## src/rtl/core/sha1md_pkg.sv

```systemverilog
`default_nettype none
// ---------------------------------------------------------------------------
// sha1md_pkg
// Shared types, constants and round functions of the SHA-1 digest engine.
// ---------------------------------------------------------------------------
package sha1md_pkg;

  localparam int BLOCK_WORDS  = 16;
  localparam int ROUNDS       = 80;
  localparam int DIGEST_WORDS = 5;
  localparam int CMDQ_DEPTH   = 4;
  localparam int CMDQ_AW      = $clog2(CMDQ_DEPTH);
  localparam int FILL_W       = $clog2(BLOCK_WORDS);
  localparam int RND_W        = $clog2(ROUNDS);
  localparam int BITS_W       = 6;

  localparam logic [31:0] INIT_VALUE [DIGEST_WORDS] = '{
    32'h67452301, 32'hEFCDAB89, 32'h98BADCFE, 32'h10325476, 32'hC3D2E1F0
  };

  localparam logic [31:0] K0 = 32'h5A827999;
  localparam logic [31:0] K1 = 32'h6ED9EBA1;
  localparam logic [31:0] K2 = 32'h8F1BBCDC;
  localparam logic [31:0] K3 = 32'hCA62C1D6;

  localparam logic [31:0] PAD_ONLY = 32'h80000000;
  localparam logic [7:0]  PAD_BYTE = 8'h80;

  // Byte counts on a last word
  localparam logic [2:0] CNT_EMPTY = 3'd0;
  localparam logic [2:0] CNT_ONE   = 3'd1;
  localparam logic [2:0] CNT_TWO   = 3'd2;
  localparam logic [2:0] CNT_THREE = 3'd3;
  localparam logic [2:0] CNT_FULL  = 3'd4;

  // Command passed from front to back
  typedef struct packed {
    logic              is_pad;  // word closes the message
    logic [31:0]       word;
    logic [BITS_W-1:0] bits;    // message bits this word adds
  } cmd_t;

  function automatic logic [31:0] rotl(input logic [31:0] x, input int n);
    rotl = (x << n) | (x >> (32 - n));
  endfunction

  // Word holding the message tail and the 0x80 marker, count 0..3
  function automatic logic [31:0] pad_word(input logic [31:0] w, input logic [2:0] cnt);
    unique case (cnt)
      CNT_ONE:   pad_word = {w[31:24], PAD_BYTE, 16'h0000};
      CNT_TWO:   pad_word = {w[31:16], PAD_BYTE, 8'h00};
      CNT_THREE: pad_word = {w[31:8], PAD_BYTE};
      default:   pad_word = PAD_ONLY;
    endcase
  endfunction

  function automatic logic [31:0] round_k(input logic [RND_W-1:0] r);
    priority if (r < RND_W'(20)) round_k = K0;
    else if (r < RND_W'(40))     round_k = K1;
    else if (r < RND_W'(60))     round_k = K2;
    else                         round_k = K3;
  endfunction

  function automatic logic [31:0] round_f(input logic [RND_W-1:0] r,
                                          input logic [31:0] b,
                                          input logic [31:0] c,
                                          input logic [31:0] d);
    priority if (r < RND_W'(20)) round_f = d ^ (b & (c ^ d));
    else if (r < RND_W'(40))     round_f = b ^ c ^ d;
    else if (r < RND_W'(60))     round_f = (b & c) | (d & (b | c));
    else                         round_f = b ^ c ^ d;
  endfunction

endpackage
`default_nettype wire

```

## src/rtl/core/sha1md_front.sv

```systemverilog
`default_nettype none
// ---------------------------------------------------------------------------
// sha1md_front
// Accepts message words and turns them into data and pad commands.
// A full last word yields a data command followed by a pad command.
// ---------------------------------------------------------------------------
module sha1md_front (
  input  wire logic              clk,
  input  wire logic              rst,
  input  wire logic              push,
  output logic                   full,
  input  wire logic [31:0]       data_word,
  input  wire logic [2:0]        byte_count,
  input  wire logic              last,
  output logic                   enq,
  output sha1md_pkg::cmd_t       enq_cmd,
  input  wire logic              q_full
);

  logic             pend_valid;
  sha1md_pkg::cmd_t pend_cmd;
  logic             accept;
  logic [2:0]       cnt;

  assign full   = pend_valid | q_full;
  assign accept = push & ~full;
  assign cnt    = (byte_count > sha1md_pkg::CNT_FULL) ? sha1md_pkg::CNT_FULL : byte_count;

  // classify the accepted item, or drain the pending pad command
  always_comb begin
    enq     = 1'b0;
    enq_cmd = '0;
    if (pend_valid) begin
      enq     = ~q_full;
      enq_cmd = pend_cmd;
    end else if (accept) begin
      enq = 1'b1;
      if (!last || cnt == sha1md_pkg::CNT_FULL) begin
        enq_cmd.is_pad = 1'b0;
        enq_cmd.word   = data_word;
        enq_cmd.bits   = sha1md_pkg::BITS_W'(32);
      end else begin
        enq_cmd.is_pad = 1'b1;
        enq_cmd.word   = sha1md_pkg::pad_word(data_word, cnt);
        enq_cmd.bits   = sha1md_pkg::BITS_W'({cnt, 3'b000});
      end
    end
  end

  always_ff @(posedge clk) begin
    if (rst) begin
      pend_valid <= 1'b0;
    end else if (pend_valid) begin
      if (!q_full) pend_valid <= 1'b0;
    end else if (accept && last && cnt == sha1md_pkg::CNT_FULL) begin
      pend_valid <= 1'b1;
    end
  end

  // pad command that follows a full last word
  always_ff @(posedge clk) begin
    if (accept) begin
      pend_cmd.is_pad <= 1'b1;
      pend_cmd.word   <= sha1md_pkg::PAD_ONLY;
      pend_cmd.bits   <= '0;
    end
  end

endmodule
`default_nettype wire

```

## src/rtl/core/sha1md_fifo.sv

```systemverilog
`default_nettype none
// ---------------------------------------------------------------------------
// sha1md_fifo
// Short command queue between the front and the compression back end.
// ---------------------------------------------------------------------------
module sha1md_fifo (
  input  wire logic             clk,
  input  wire logic             rst,
  input  wire logic             wr,
  input  wire sha1md_pkg::cmd_t wr_cmd,
  output logic                  q_full,
  input  wire logic             rd,
  output sha1md_pkg::cmd_t      rd_cmd,
  output logic                  q_empty
);

  sha1md_pkg::cmd_t                  slots [sha1md_pkg::CMDQ_DEPTH];
  logic [sha1md_pkg::CMDQ_AW-1:0]    wr_ptr;
  logic [sha1md_pkg::CMDQ_AW-1:0]    rd_ptr;
  logic [sha1md_pkg::CMDQ_AW:0]      count;
  logic                              do_wr;
  logic                              do_rd;

  assign q_full  = (count == (sha1md_pkg::CMDQ_AW+1)'(sha1md_pkg::CMDQ_DEPTH));
  assign q_empty = (count == '0);
  assign do_wr   = wr & ~q_full;
  assign do_rd   = rd & ~q_empty;
  assign rd_cmd  = slots[rd_ptr];

  always_ff @(posedge clk) begin
    if (rst) begin
      wr_ptr <= '0;
      rd_ptr <= '0;
      count  <= '0;
    end else begin
      if (do_wr) wr_ptr <= wr_ptr + 1'b1;
      if (do_rd) rd_ptr <= rd_ptr + 1'b1;
      if (do_wr && !do_rd) count <= count + 1'b1;
      else if (do_rd && !do_wr) count <= count - 1'b1;
    end
  end

  always_ff @(posedge clk) begin
    if (do_wr) slots[wr_ptr] <= wr_cmd;
  end

endmodule
`default_nettype wire

```

## src/rtl/core/sha1md_core.sv

```systemverilog
`default_nettype none
// ---------------------------------------------------------------------------
// sha1md_core
// Block buffer, padding sequencer, one-round-per-cycle compression and
// the digest output buffer.
// ---------------------------------------------------------------------------
module sha1md_core (
  input  wire logic             clk,
  input  wire logic             rst,
  input  wire logic             q_empty,
  input  wire sha1md_pkg::cmd_t cmd,
  output logic                  cmd_pop,
  output logic                  empty,
  input  wire logic             pop,
  output logic [31:0]           digest_word,
  output logic [2:0]            word_number,
  output logic                  final_word
);

  localparam logic [2:0] ST_IDLE  = 3'd0;
  localparam logic [2:0] ST_ZERO  = 3'd1;
  localparam logic [2:0] ST_LENLO = 3'd2;
  localparam logic [2:0] ST_ROUND = 3'd3;
  localparam logic [2:0] ST_ADD   = 3'd4;

  localparam logic [sha1md_pkg::FILL_W-1:0] FILL_LAST =
    sha1md_pkg::FILL_W'(sha1md_pkg::BLOCK_WORDS - 1);
  localparam logic [sha1md_pkg::FILL_W-1:0] FILL_LEN_HI =
    sha1md_pkg::FILL_W'(sha1md_pkg::BLOCK_WORDS - 2);
  localparam logic [sha1md_pkg::RND_W-1:0] RND_LAST =
    sha1md_pkg::RND_W'(sha1md_pkg::ROUNDS - 1);
  localparam logic [2:0] IDX_LAST = 3'(sha1md_pkg::DIGEST_WORDS - 1);

  logic [2:0]                       state;
  logic [sha1md_pkg::FILL_W-1:0]    fill;
  logic [63:0]                      bit_len;
  logic                             padding;
  logic                             finishing;
  logic [sha1md_pkg::RND_W-1:0]     rnd;
  logic [31:0]                      cv   [sha1md_pkg::DIGEST_WORDS];
  logic [31:0]                      wbuf [sha1md_pkg::BLOCK_WORDS];
  logic [31:0]                      wa, wb, wc, wd, we;
  logic [31:0]                      bank [sha1md_pkg::DIGEST_WORDS];
  logic [31:0]                      sums [sha1md_pkg::DIGEST_WORDS];
  logic                             out_valid;
  logic [2:0]                       out_idx;

  logic        shift_en;
  logic [31:0] shift_in;
  logic [31:0] sched;
  logic [31:0] temp;
  logic        start_comp;
  logic        out_load;
  logic        out_take;

  assign cmd_pop  = (state == ST_IDLE) & ~q_empty;
  assign sched    = sha1md_pkg::rotl(wbuf[13] ^ wbuf[8] ^ wbuf[2] ^ wbuf[0], 1);
  assign temp     = sha1md_pkg::rotl(wa, 5) + sha1md_pkg::round_f(rnd, wb, wc, wd)
                    + we + wbuf[0] + sha1md_pkg::round_k(rnd);
  assign out_load = (state == ST_ADD) & finishing & ~out_valid;
  assign out_take = pop & out_valid;

  assign sums[0] = cv[0] + wa;
  assign sums[1] = cv[1] + wb;
  assign sums[2] = cv[2] + wc;
  assign sums[3] = cv[3] + wd;
  assign sums[4] = cv[4] + we;

  // word entering the block window this cycle
  always_comb begin
    shift_en = 1'b0;
    shift_in = '0;
    unique case (state)
      ST_IDLE: begin
        shift_en = cmd_pop;
        shift_in = cmd.word;
      end
      ST_ZERO: begin
        shift_en = 1'b1;
        shift_in = (fill == FILL_LEN_HI) ? bit_len[63:32] : 32'h0;
      end
      ST_LENLO: begin
        shift_en = 1'b1;
        shift_in = bit_len[31:0];
      end
      ST_ROUND: begin
        shift_en = 1'b1;
        shift_in = sched;
      end
      default: begin
        shift_en = 1'b0;
        shift_in = '0;
      end
    endcase
  end

  assign start_comp = shift_en & (state != ST_ROUND) & (fill == FILL_LAST);

  // sequencer
  always_ff @(posedge clk) begin
    if (rst) begin
      state     <= ST_IDLE;
      fill      <= '0;
      bit_len   <= '0;
      padding   <= 1'b0;
      finishing <= 1'b0;
      rnd       <= '0;
      cv        <= sha1md_pkg::INIT_VALUE;
    end else begin
      unique case (state)
        ST_IDLE: begin
          if (cmd_pop) begin
            fill    <= fill + 1'b1;
            bit_len <= bit_len + {{(64-sha1md_pkg::BITS_W){1'b0}}, cmd.bits};
            if (cmd.is_pad) padding <= 1'b1;
            if (fill == FILL_LAST) begin
              state <= ST_ROUND;
              rnd   <= '0;
            end else if (cmd.is_pad) begin
              state <= ST_ZERO;
            end
          end
        end
        ST_ZERO: begin
          fill <= fill + 1'b1;
          if (fill == FILL_LEN_HI) begin
            state <= ST_LENLO;
          end else if (fill == FILL_LAST) begin
            state <= ST_ROUND;
            rnd   <= '0;
          end
        end
        ST_LENLO: begin
          fill      <= fill + 1'b1;
          finishing <= 1'b1;
          state     <= ST_ROUND;
          rnd       <= '0;
        end
        ST_ROUND: begin
          rnd <= rnd + 1'b1;
          if (rnd == RND_LAST) state <= ST_ADD;
        end
        ST_ADD: begin
          if (finishing) begin
            if (!out_valid) begin
              cv        <= sha1md_pkg::INIT_VALUE;
              bit_len   <= '0;
              fill      <= '0;
              padding   <= 1'b0;
              finishing <= 1'b0;
              state     <= ST_IDLE;
            end
          end else begin
            cv    <= sums;
            state <= padding ? ST_ZERO : ST_IDLE;
          end
        end
        default: state <= ST_IDLE;
      endcase
    end
  end

  // block window and working variables
  always_ff @(posedge clk) begin
    if (shift_en) begin
      for (int i = 0; i < sha1md_pkg::BLOCK_WORDS - 1; i++) wbuf[i] <= wbuf[i+1];
      wbuf[sha1md_pkg::BLOCK_WORDS-1] <= shift_in;
    end
    if (start_comp) begin
      wa <= cv[0];
      wb <= cv[1];
      wc <= cv[2];
      wd <= cv[3];
      we <= cv[4];
    end else if (state == ST_ROUND) begin
      wa <= temp;
      wb <= wa;
      wc <= sha1md_pkg::rotl(wb, 30);
      wd <= wc;
      we <= wd;
    end
  end

  // digest output buffer
  always_ff @(posedge clk) begin
    if (rst) begin
      out_valid <= 1'b0;
      out_idx   <= '0;
    end else if (out_load) begin
      out_valid <= 1'b1;
      out_idx   <= '0;
    end else if (out_take) begin
      out_idx <= out_idx + 1'b1;
      if (out_idx == IDX_LAST) out_valid <= 1'b0;
    end
  end

  always_ff @(posedge clk) begin
    if (out_load) begin
      bank <= sums;
    end else if (out_take) begin
      for (int i = 0; i < sha1md_pkg::DIGEST_WORDS - 1; i++) bank[i] <= bank[i+1];
    end
  end

  assign empty       = ~out_valid;
  assign digest_word = bank[0];
  assign word_number = out_idx;
  assign final_word  = (out_idx == IDX_LAST);

endmodule
`default_nettype wire

```

## src/rtl/core/sha1_message_digest_top.sv

```systemverilog
`default_nettype none
// Flow: a data word passes through the front, the command queue and the block
// window; each full block is compressed in 80 rounds by one shared round unit, then the add.
// A last word is padded with zero and length words and takes one or two compressions
// before the first digest word; digest words then leave one per cycle while pop is held.
// No command leaves the queue while a block is compressed; the front accepts until full.
// Reset: synchronous; clears queues and length, loads the initial chaining values.
// ---------------------------------------------------------------------------
// sha1_message_digest_top
// SHA-1 engine: front classifier, command queue and compression back end.
// ---------------------------------------------------------------------------
module sha1_message_digest_top (
  input  wire logic        clk,
  input  wire logic        rst,
  input  wire logic        push,
  output logic             full,
  input  wire logic [31:0] data_word,
  input  wire logic [2:0]  byte_count,
  input  wire logic        last,
  output logic             empty,
  input  wire logic        pop,
  output logic [31:0]      digest_word,
  output logic [2:0]       word_number,
  output logic             final_word
);

  logic             enq;
  sha1md_pkg::cmd_t enq_cmd;
  logic             q_full;
  logic             q_empty;
  logic             cmd_pop;
  sha1md_pkg::cmd_t cmd;

  sha1md_front u_front (
    .clk        (clk),
    .rst        (rst),
    .push       (push),
    .full       (full),
    .data_word  (data_word),
    .byte_count (byte_count),
    .last       (last),
    .enq        (enq),
    .enq_cmd    (enq_cmd),
    .q_full     (q_full)
  );

  sha1md_fifo u_fifo (
    .clk     (clk),
    .rst     (rst),
    .wr      (enq),
    .wr_cmd  (enq_cmd),
    .q_full  (q_full),
    .rd      (cmd_pop),
    .rd_cmd  (cmd),
    .q_empty (q_empty)
  );

  sha1md_core u_core (
    .clk         (clk),
    .rst         (rst),
    .q_empty     (q_empty),
    .cmd         (cmd),
    .cmd_pop     (cmd_pop),
    .empty       (empty),
    .pop         (pop),
    .digest_word (digest_word),
    .word_number (word_number),
    .final_word  (final_word)
  );

endmodule
`default_nettype wire

```

## config.mk

```make
export PLATFORM = sky130hd
export DESIGN_NAME = sha1_message_digest_top
export DESIGN_NICKNAME = d
export VERILOG_FILES = /design/src/rtl/core/sha1md_pkg.sv /design/src/rtl/core/sha1md_front.sv /design/src/rtl/core/sha1md_fifo.sv /design/src/rtl/core/sha1md_core.sv /design/src/rtl/core/sha1_message_digest_top.sv
export SDC_FILE = /design/constraint.sdc
export NUM_CORES = 2
export LEC_CHECK = 0
export BUFFER_PORTS_ARGS = -buffer_cell sky130_fd_sc_hd__buf_2
export CAP_MARGIN = 20
export CORE_MARGIN = 5
export CORE_UTILIZATION = 35
export DETAILED_ROUTE_END_ITERATION = 12
export SYNTH_ARGS = -nofsm -noshare
export SYNTH_HDL_FRONTEND = slang
export SYNTH_HIERARCHICAL = 1
export SYNTH_SLANG_ARGS = --single-unit
```

## constraint.sdc

```tcl
create_clock -name clk -period 52.5 [get_ports clk]
set_input_delay 2.625 -clock clk [delete_from_list [all_inputs] [get_ports clk]]
set_output_delay 2.625 -clock clk [all_outputs]
set_load 0.01 [all_outputs]
```

==> results_dict.tcl <==
set metrics [dict create \
    grtUsageTotal 0.156 \
    yosys-top-cells-count "edfxtp_1, nand2_1, inv_1, dfxtp_1, nor2_1" \
    ir_drop_uv 56.0 \
    ios 78 \
    grt_antenna_before_repair 0 \
    insertedDiodeCount 0 \
    synth_compound_area_frac 0.107 \
    arrival_ps 7800 \
    synth_top_family_by_area "compound AO/OA/AOI/OAI gates" \
    drt_iter0_drc 3162 \
    rsz0062_at_grt "no" \
    async_flop_share 0 \
    synth_mux_area_frac 0.0267 \
    crit_path_max_fanout 18 \
    routedLengthMet1_um 66700 \
    period_needed_ps 7310 \
    yosysWarnings 6 \
    synthesis.area_um2 58300 \
    power_mw 3.26 \
    hold_viol 0 \
    core-area_um2 165000 \
    powerDensity_nw_per_um2 49.8 \
    cts_setup_buffers 0 \
    cp-start-kind "register" \
    synth-xor-area-share 0.0498 \
    crit_path_end_kind "register" \
    gp_congestion 0.868 \
    maxSlewHeadroom 0.293 \
    insertion_delay_ps 790 \
    synth_area_leaders "edfxtp_1, dfxtp_1, nand2_1" \
    die_h_um 418 \
    gr-total-overflow 0 \
    post_cts_resized 0 \
    placementRows 149 \
    worst_pin_slew_ps 1060 \
    p_leak_nw 24.6 \
    ys_types 95 \
    path_class "reg -> reg" \
    cts_root_buffer "clkbuf_16" \
    die_w_um 418 \
    vias 36300 \
    hold_buffers 0 \
    cts_buffer_depth 3 \
    cts_tree "done" \
    die-area_um2 175000 \
    synthAdderAreaFrac 0.0880 \
    grt_max_degree 191 \
    initial_utilization 0.353 \
    cts_max_level 4 \
    wl_met2_um 60600 \
    period_share 0.139 \
    fin_nets 5141 \
    antenna_left 0 \
    skew_ps 43.3 \
    fmax_mhz 137 \
    synth_top_area_share 0.509 \
    required_ps 52990 \
    clk_pin_slew_worst_paths_ps 60 \
    highest_layer "met4" \
    status "finished, final reports clean" \
    vias_per_cell 5.13 \
    drv_cap 0 \
    grt_pass1_vias 35400 \
    drtPass1Iterations 7 \
    synth_edf_count 988 \
    synth_area_leader_cell "edfxtp_1" \
    utilization 0.395 \
    layout_setup_ws_ps 45190 \
    wl_per_cell_um 19.7 \
    synth_seq_cells 1242 \
    yosys.area_share.simple 0.0989 \
    setup_violations 0 \
    seq_area_frac_synth 0.596 \
    hp-class "reg -> reg" \
    drive_above_1_share 0.0886 \
    synthCells 4714 \
    grt_pass1_wl_um 212000 \
    ys.flop_type "edfxtp_1" \
    clkSinkCount 1242 \
    avgSynthCellArea_um2 12.4 \
    met3_length_um 7880 \
    setup_tns_ps 0 \
    area_delta_synth_final_pct 12.1 \
    post-place-ws_ps 45190 \
    numPortBuffers 77 \
    numCtsBuffers 132 \
    synthMostInstantiatedCell "edfxtp_1" \
    slew_violations 0 \
    dp_hpwl_um 95000 \
    wl_um 139000 \
    drc_errors 0 \
]
## stage by stage
stage / hold slack (ps) / instances / cell area, µm²
3_3_place_gp: 400 / 6822 / 61000
3_5_place_dp: 405 / 6822 / 61000
5_1_grt: 416 / 7064 / 65400
4_1_cts: 401 / 7064 / 65400
6_report: 403 / 7064 / 65400
2_1_floorplan: 400 / 4716 / 58300
## registers in the layout, indices dropped and copies added (netlist names), named ones only
register	flops
u_core/wc	32
u_core/word_number	3
u_core/finishing	1
u_core/wb	32
u_core/we	32
u_core/state	3
u_core/bank	128
u_fifo/wr_ptr	2
u_core/padding	1
u_core/bit_len	64
u_core/fill	4
u_fifo/slots	156
u_core/digest_word	32
u_core/wa	32
u_core/rnd	7
u_front/pend_valid	1
u_fifo/rd_ptr	2
u_fifo/count	3
u_core/out_valid	1
u_core/wd	32
u_core/cv	160
u_core/wbuf	512
## cell families after synthesis
group | after synthesis
AND/OR/NAND/NOR | 1318
AO/OA/AOI/OAI | 913
flip-flops | 1242
other | 1
XOR/XNOR | 331
multiplexers | 104
buffers and inverters | 471
adder cells (fa/ha/maj) | 334
## final timing paths
check | endpoint | slack (ps) | startpoint | cells after the start
worst min-delay path | u_core/wbuf[0][109] | 400 | u_core/wbuf[0][141] | 0
worst min register to register | u_core/wbuf[0][109] | 400 | u_core/wbuf[0][141] | 0
worst max register to register | u_core/wa[31] | 45190 | u_core/rnd[4] | 24
worst max-delay path | u_core/wa[31] | 45190 | u_core/rnd[4] | 24
## area by class of cell
class / instances / area [µm²]
Multi-Input combinational cell: 3003 / 21700
Sequential cell: 1242 / 34800
Tap cell: 2189 / 2740
Clock buffer: 192 / 3680
Fill cell: 15500 / 100000
Inverter: 270 / 1020
Timing Repair Buffer: 118 / 731
Clock inverter: 50 / 744
## routing by layer
metal / up-vias / global-route usage
li1: 17100 / -
met1: 17900 / 0.230
met2: 1055 / 0.237
met3: 216 / 0.0239
met4: 0 / 0.0524
met5: - / 0
## power by group
part,switching [mW],internal [mW],leakage (nW),total [mW]
registers,0.0994,1.46,11.5,1.56
clock network,0.398,0.545,2.12,0.942
logic,0.471,0.279,11.0,0.750
total,0.968,2.29,24.6,3.26
## critical path, stage by stage (launching register included)
cell and delay, ps:
dfxtp_1 380, a41oi_1 410, nand2_1 90, buf_4 220, nand2_1 190, buf_4 280
clkinv_1 610, a221oi_1 520, fa_1 520, fa_1 550, fa_1 410, inv_1 60
ha_1 180, inv_1 60, fa_1 410, nor2b_1 170, o31a_1 200, o211ai_1 170
o211ai_1 380, a31oi_1 260, o211ai_1 230, o211ai_1 170, o31ai_1 300, xnor2_1 150
o21ai_0 80
## placed cells by master (no fill, tap or decap), drive strengths merged, types with 187 or more instances in the layout
cell    netlist  final
inv         268    274
nor2        244    244
ha          207    207
xnor2       224    224
nand2       759    759
edfxtp      988    988
a21oi       187    187
clkbuf      149    192
o21ai       226    226
dfxtp       254    254
Power figures use the tool's default switching activity.
